## src/sv/gpvu_pkg.sv

```systemverilog
// ----------------------------------------------------------------------------
// gpvu_pkg
// shared widths, constants and side-band types of the pair velocity pipeline
// ----------------------------------------------------------------------------
package gpvu_pkg;

  localparam int unsigned POS_W      = 32;
  localparam int unsigned MASS_W     = 32;
  localparam int unsigned STEP_W     = 32;
  localparam int unsigned OUT_W      = 32;
  localparam int unsigned DIFF_W     = 33;
  localparam int unsigned SQ_W       = 66;
  localparam int unsigned ROOT_W     = 33;
  localparam int unsigned SQRT_REM_W = 34;
  localparam int unsigned DIST_W     = 35;
  localparam int unsigned RATIO_W    = 30;
  localparam int unsigned GAIN_W     = 59;
  localparam int unsigned UNIT_W     = 31;
  localparam int unsigned NUM_W      = 64;
  localparam int unsigned GM_W       = 62;
  localparam int unsigned PROD_W     = 90;
  localparam int unsigned MAG_W      = 31;
  localparam int unsigned PROD_SHIFT = 46;
  localparam int unsigned UNIT_SHIFT = 30;
  localparam int unsigned GAIN_LO_W  = 32;
  localparam int unsigned IN_DATA_W  = 192;
  localparam int unsigned OUT_DATA_W = 128;
  localparam int unsigned LANES      = 4;

  localparam logic [STEP_W-1:0] TIME_STEP_RESET = 32'd1092;
  localparam logic [OUT_W-1:0]  SAT_POS         = 32'h7FFF_FFFF;
  localparam logic [OUT_W-1:0]  SAT_NEG         = 32'h8000_0000;

  // divider lanes
  localparam int unsigned LANE_GAIN_A = 0;
  localparam int unsigned LANE_GAIN_B = 1;
  localparam int unsigned LANE_UNIT_X = 2;
  localparam int unsigned LANE_UNIT_Y = 3;

  typedef struct packed {
    logic [DIFF_W-1:0] abs_x;
    logic [DIFF_W-1:0] abs_y;
    logic              neg_x;
    logic              neg_y;
    logic [MASS_W-1:0] mass_a;
    logic [MASS_W-1:0] mass_b;
  } pair_side_t;

  typedef struct packed {
    pair_side_t        pair;
    logic [DIST_W-1:0] sep_len;
  } dist_side_t;

  typedef struct packed {
    logic neg_x;
    logic neg_y;
  } sign_t;

endpackage

```

## src/sv/gpvu_scale.sv

```systemverilog
// ----------------------------------------------------------------------------
// gpvu_scale
// gain times unit vector, shifted to Q16.16, signed and saturated or zeroed (3 stages)
// ----------------------------------------------------------------------------
module gpvu_scale (
  input  logic                        clk,
  input  logic                        en,
  input  logic                        zero,
  input  logic                        neg,
  input  logic [gpvu_pkg::GAIN_W-1:0] gain,
  input  logic [gpvu_pkg::UNIT_W-1:0] unit,
  output logic [gpvu_pkg::OUT_W-1:0]  vel
);
  import gpvu_pkg::*;

  localparam int unsigned HI_W = GAIN_W - GAIN_LO_W;

  logic [GAIN_LO_W+UNIT_W-1:0] p_lo;
  logic [HI_W+UNIT_W-1:0]      p_hi;
  logic                        neg1, zero1, neg2, zero2;
  logic [PROD_W-1:0]           prod;
  logic                        over;
  logic [MAG_W-1:0]            mag;
  logic [OUT_W-1:0]            vel_next;

  always_ff @(posedge clk) begin
    if (en) begin
      p_lo  <= (GAIN_LO_W+UNIT_W)'(gain[GAIN_LO_W-1:0]) * (GAIN_LO_W+UNIT_W)'(unit);
      p_hi  <= (HI_W+UNIT_W)'(gain[GAIN_W-1:GAIN_LO_W]) * (HI_W+UNIT_W)'(unit);
      neg1  <= neg;
      zero1 <= zero;
      prod  <= (PROD_W'(p_hi) << GAIN_LO_W) + PROD_W'(p_lo);
      neg2  <= neg1;
      zero2 <= zero1;
      vel   <= vel_next;
    end
  end

  always_comb begin
    over = |prod[PROD_W-1:PROD_SHIFT+MAG_W];
    mag  = prod[PROD_SHIFT+MAG_W-1:PROD_SHIFT];
    if (zero2) begin
      vel_next = '0;
    end else if (neg2) begin
      vel_next = over ? SAT_NEG : OUT_W'(0) - {1'b0, mag};
    end else begin
      vel_next = over ? SAT_POS : {1'b0, mag};
    end
  end

endmodule

```

## config.mk

```make
export PLATFORM = sky130hd
export DESIGN_NAME = gpvu_scale
export DESIGN_NICKNAME = d
export VERILOG_FILES = /design/src/sv/gpvu_pkg.sv /design/src/sv/gpvu_scale.sv
export SDC_FILE = /design/constraint.sdc
export NUM_CORES = 2
export LEC_CHECK = 0
export ABC_AREA = 1
export BUFFER_PORTS_ARGS = -buffer_cell sky130_fd_sc_hd__buf_2
export CAP_MARGIN = 15
export CORE_MARGIN = 2
export CORE_UTILIZATION = 35
export CTS_CLUSTER_SIZE = 24
export DETAILED_ROUTE_END_ITERATION = 10
export GPL_TIMING_DRIVEN = 0
export PLACE_DENSITY = 0.58
export SLEW_MARGIN = 10
export SYNTH_ARGS = -nofsm -noshare
export SYNTH_HDL_FRONTEND = slang
export SYNTH_SLANG_ARGS = --single-unit
```

## constraint.sdc

```tcl
create_clock -name clk -period 7.9 [get_ports clk]
set_input_delay 0.79 -clock clk [delete_from_list [all_inputs] [get_ports clk]]
set_output_delay 0.79 -clock clk [all_outputs]
set_load 0.01 [all_outputs]
```

# After elaboration in Yosys (flattened, before gate mapping)
# Index checks and enable logic that the tools add are counted.
# totals
elab_cells,16
ff_bits,247
inputBits,94
out_inout_bits,32
# op_classes
reduce_logical,1
mul,2
mux,3
n_addsub,2
# op_table
operator,count
90-bit by 63-bit adder with 90-bit output,1
32-bit 2-to-1 mux,2
32-bit by 31-bit multiplier with 63-bit output,1
27-bit by 31-bit multiplier with 58-bit output,1
1-bit by 31-bit subtractor with 32-bit output (first input constant),1
31-bit 2-to-1 mux,1
13-bit OR reduction,1

# Longest topological paths before layout
# depth
depth_word,3
ltp_mapped,33
mapped_depth_nobuf,31

# Least setup slack after synthesis
# Ideal clock, no wire load.
# synth_timing
path_type,in2reg
startpoint,in unit[4] (netlist name)
endpoint,reg p_lo[47] (data pin)
path_stages,27
path_buffers,3
required_time_ps,7648
slack_ps,735
setup_ps,252
t_arrival_ps,6913
cell_sequence,clkbuf_1 > clkbuf_1 > buf_1 > nand2_1 > fa_1 > inv_1 > fa_1 > fa_1 > inv_1 > fa_1 > inv_1 > fa_1 > fa_1 > fa_1 > inv_1 > fa_1 > inv_1 > ha_1 > a21oi_1 > o21a_1 > nor2_1 > nor2_1 > nand2_1 > a21oi_1 > nand2_1 > nand2_1 > nand2_1
# synth_between
elab_chain_cells,1
# synth_lines
element,line,text
"start, declared",gpvu_scale.sv:11,"input logic [gpvu_pkg::UNIT_W-1:0] unit,"
32-bit by 31-bit multiplier with 63-bit output,gpvu_scale.sv:28,p_lo <= (GAIN_LO_W+UNIT_W)'(gain[GAIN_LO_W-1:0]) * (GAIN_LO_W+UNIT_W)'(unit);
"end signal, assigned",gpvu_scale.sv:28,
"end, declared",gpvu_scale.sv:18,logic [GAIN_LO_W+UNIT_W-1:0] p_lo;
# No other way between the ends.
# A chain may end at the register's enable or synchronous reset.

# Worst setup path after layout
# layout_timing
startpoint,in unit[12] (netlist name)
endpoint,reg p_lo[38] (data pin)
# Same word-level chain as after synthesis.

==> impl_metrics.toml <==
[outcome]
status = "finished clean"

[worst_setup_path]
worstSetupPathType = "in -> reg"
reg2reg_depth = 10
cp_num_cells = 24
arrival_ns = 7.97
path_cells = "clkbuf_2 -> clkbuf_2 -> nand2_1 -> fa_1 -> fa_1 -> fa_1 -> fa_1 -> inv_1 -> fa_1 -> fa_1 -> fa_1 -> inv_1 -> fa_2 -> inv_1 -> ha_2 -> nand2_1 -> nor2_1 -> inv_1 -> nor2_1 -> nand2_1 -> inv_1 -> o21ai_0 -> nand4_1 -> nand2_1"
cp_top_family = "adder cells"
crit_slowest_cell = "fa_1"
endpoint_kind = "flip-flop"
path_common_cell = "fa_1"
crit_path_start_kind = "input port"
slowest_delay_ns = 0.66
cp_data_required_time_ns = 8.09
path_max_fanout = 10
crit_buf_inv = 7

[placement]
dp_cells = 12000
placed_cell_area_sq_mm = 0.0750
dp_hpwl_um = 255000
place_congestion = 1.08
portBuffers = 96

[global_route]
grt_pass1_wl_um = 430000
grt_use_total_pct = 29.1
antenna_found_initial = 31
grt_max_degree = 96
grt_overflow = 0
grt_pass1_vias = 63100

[clocking]
worstSkewPairLatency_ns = 0.46
htreeDepth = 4
clock_path_buffers = 2
cts_hold_buf = 0
clock-sinks = 169
cts.root.buffer_cell = "clkbuf_16"
clk_pin_slew_ns = 0.07
cts_setup_buffers = 0
cts_tree = "done"
numCtsBuffers = 17

[detailed_routing]
firstDrtPassIters = 6
vias_per_cell = 5.03
drcViolationCount = 0
via_count = 60700
wl_per_cell_um = 24.6
dr.first_iter.drc_count = 6329
wl_um = 296000
ant_nets = 0

[timing]
skew_ns = 0.00868
slew_headroom_pct = 7.25
setup_viol = 0
final-hold-violation-count = 0
rsz0062_at_grt = "yes"
max_freq_mhz = 129
worst_pin_slew_ns = 1.39
min_period_over_period_pct = 98.5
finalMaxSlewViolations = 0
period_needed_ns = 7.78
tns_ns = 0

[synthesis]
ys_ff_latch = 169
synth_top_area_share_pct = 44.9
yosys.area_share.simple_pct = 18.5
synth_cell_type_count = 50
seq_area_frac_synth_pct = 7.16
synth_fp_nets = 11400
async_reset_ff_share_pct = 0
synth_top_family_by_area = "adder cells"
ys.flop_type = "edfxtp_1"
muxShareOfSynthArea_pct = 0
synth_cells = 9227
netlist_area_sq_mm = 0.0709
yosys-top-cells-area = "fa_1 45%, inv_1 14%, nand2_1 14%"
synth-compound-area-share_pct = 3.49
yosys.area.top_type = "fa_1"
synth_fa_ha_area_share_pct = 53.4
syn-mean-instance-area_sq_um = 7.68
synth-warning-count = 0
synth_edf_count = 169
yosys.area_share.xor_xnor_pct = 0.865

[floorplanning]
die_x_um = 454
fp-row-count = 165
initial_utilization_pct = 35.1
fp.dieH_um = 454
ios = 126
coreArea_sq_mm = 0.202
die_area_sq_mm = 0.206

[finish]
finalInstanceArea_sq_mm = 0.0760
area_growth_pct = 7.21
final_util_pct = 37.7
final_nets = 11500
num-fill-cells = 21300
layout-drive-gt1-share_pct = 4.20
final_cells = 12100

[min_path]
hold_class = "reg -> reg"
whs_path_depth = 0

[flow_run]
cap_violations = 0
==> cell usage after synthesis, types with 5 or more instances <==
library cell and instances:
edfxtp_1 169, nand2_1 2601, nor4_1 8, clkbuf_1 314, a21oi_1 237, inv_1 2719
nor2_1 396, buf_1 85, xnor2_1 20, nand3_1 179, o21ai_0 142, fa_1 1589
a21boi_0 5, nor3_1 51, ha_1 481, xor2_1 50, o21bai_1 32, nor2_2 7
o21ai_1 23, nor3_2 6, nand4_1 54, a21o_1 6
==> worst register-to-register path: stages (launching register included) <==
cell and delay (ns):
edfxtp_1 0.47, ha_1 0.42, nand2_1 0.14, nor2_1 0.18, inv_1 0.11, nor2_1 0.12, inv_1 0.08, nor2_1 0.25
nand4_1 0.32, nand4_1 0.19, nand2_1 0.07
==> sequential cells by signal (all words and copies together), names as in the netlist <==
name   count
vel       32
neg1       1
zero1      1
zero2      1
p_lo      31
prod      44
neg2       1
p_hi      58
==> per-stage QoR <==
stage          hold WS, ns  setup WS [ns]
3_3_place_gp         0.416          -2.07
4_1_cts              0.452        -0.0104
5_1_grt              0.463        -0.0874
2_1_floorplan        0.400          0.735
6_report             0.438          0.121
3_5_place_dp         0.418          -1.87
==> worst paths after layout <==
check / startpoint / to / slack [ns]
setup reg to reg: p_lo[54] / prod[68] / 5.31
hold / removal: neg1 / neg2 / 0.44
setup / recovery: unit[12] / p_lo[38] / 0.12
hold reg to reg: neg1 / neg2 / 0.44
==> cells in the final DEF (no fill, tap or decap), drive strengths merged, types with 3 or more instances in the layout <==
| master | netlist | final |
|---|---|---|
| a21oi | 238 | 238 |
| ha | 481 | 481 |
| clkdlybuf4s15 | 0 | 3 |
| buf | 91 | 201 |
| xnor2 | 20 | 20 |
| clkinv | 1 | 5 |
| nand3 | 180 | 180 |
| nor4 | 9 | 9 |
| nor3 | 58 | 58 |
| nand2 | 2606 | 2606 |
| nand3b | 3 | 3 |
| o21ai | 169 | 169 |
| or2 | 6 | 6 |
| o21a | 4 | 4 |
| diode | 0 | 13 |
| inv | 2721 | 2730 |
| nor2 | 407 | 407 |
| xor2 | 50 | 50 |
| a21boi | 5 | 5 |
| a21o | 6 | 6 |
| o21bai | 32 | 32 |
| fa | 1589 | 1589 |
| nand4 | 55 | 55 |
| a211oi | 4 | 4 |
| edfxtp | 169 | 169 |
| clkbuf | 314 | 324 |
==> layout make-up <==
type / count / area [sq um] / area share [%]
Antenna cell: 13 / 32.5 / 0.0428
Timing Repair Buffer: 115 / 754 / 0.993
Sequential cell: 169 / 5070 / 6.68
Tap cell: 2672 / 3340 / 4.40
Buffer: 396 / 1900 / 2.50
Inverter: 2722 / 10200 / 13.4
Clock buffer: 17 / 425 / 0.560
Clock inverter: 15 / 151 / 0.199
Multi-Input combinational cell: 5931 / 54100 / 71.2
==> layer usage <==
metal	global-route usage (%)	wire (um)	part of all wire (%)
met5	0	128	0.043
met4	16.5	21200	7.2
met3	6.90	31900	11
met2	44.7	127000	43
met1	37.7	116000	39
==> cells by family (layout without fill, tap and decap cells) <==
kind of cell / Yosys count / after routing
AO/OA/AOI/OAI: 463 / 463
flip-flops: 169 / 169
adder cells (fa/ha/maj): 2070 / 2070
AND/OR/NAND/NOR: 3328 / 3328
XOR/XNOR: 70 / 70
other: 0 / 13
buffers and inverters: 3127 / 3265
==> what timing repair did <==
item | 4_1_cts | 5_1_grt
resized for setup | 142 | 262
setup endpoints to repair | 67 | 55
pin swaps | 0 | 0
Power is left out: the tool's default activity adds up to more than one toggle a clock period on the data nets, which glitch-free logic cannot reach.
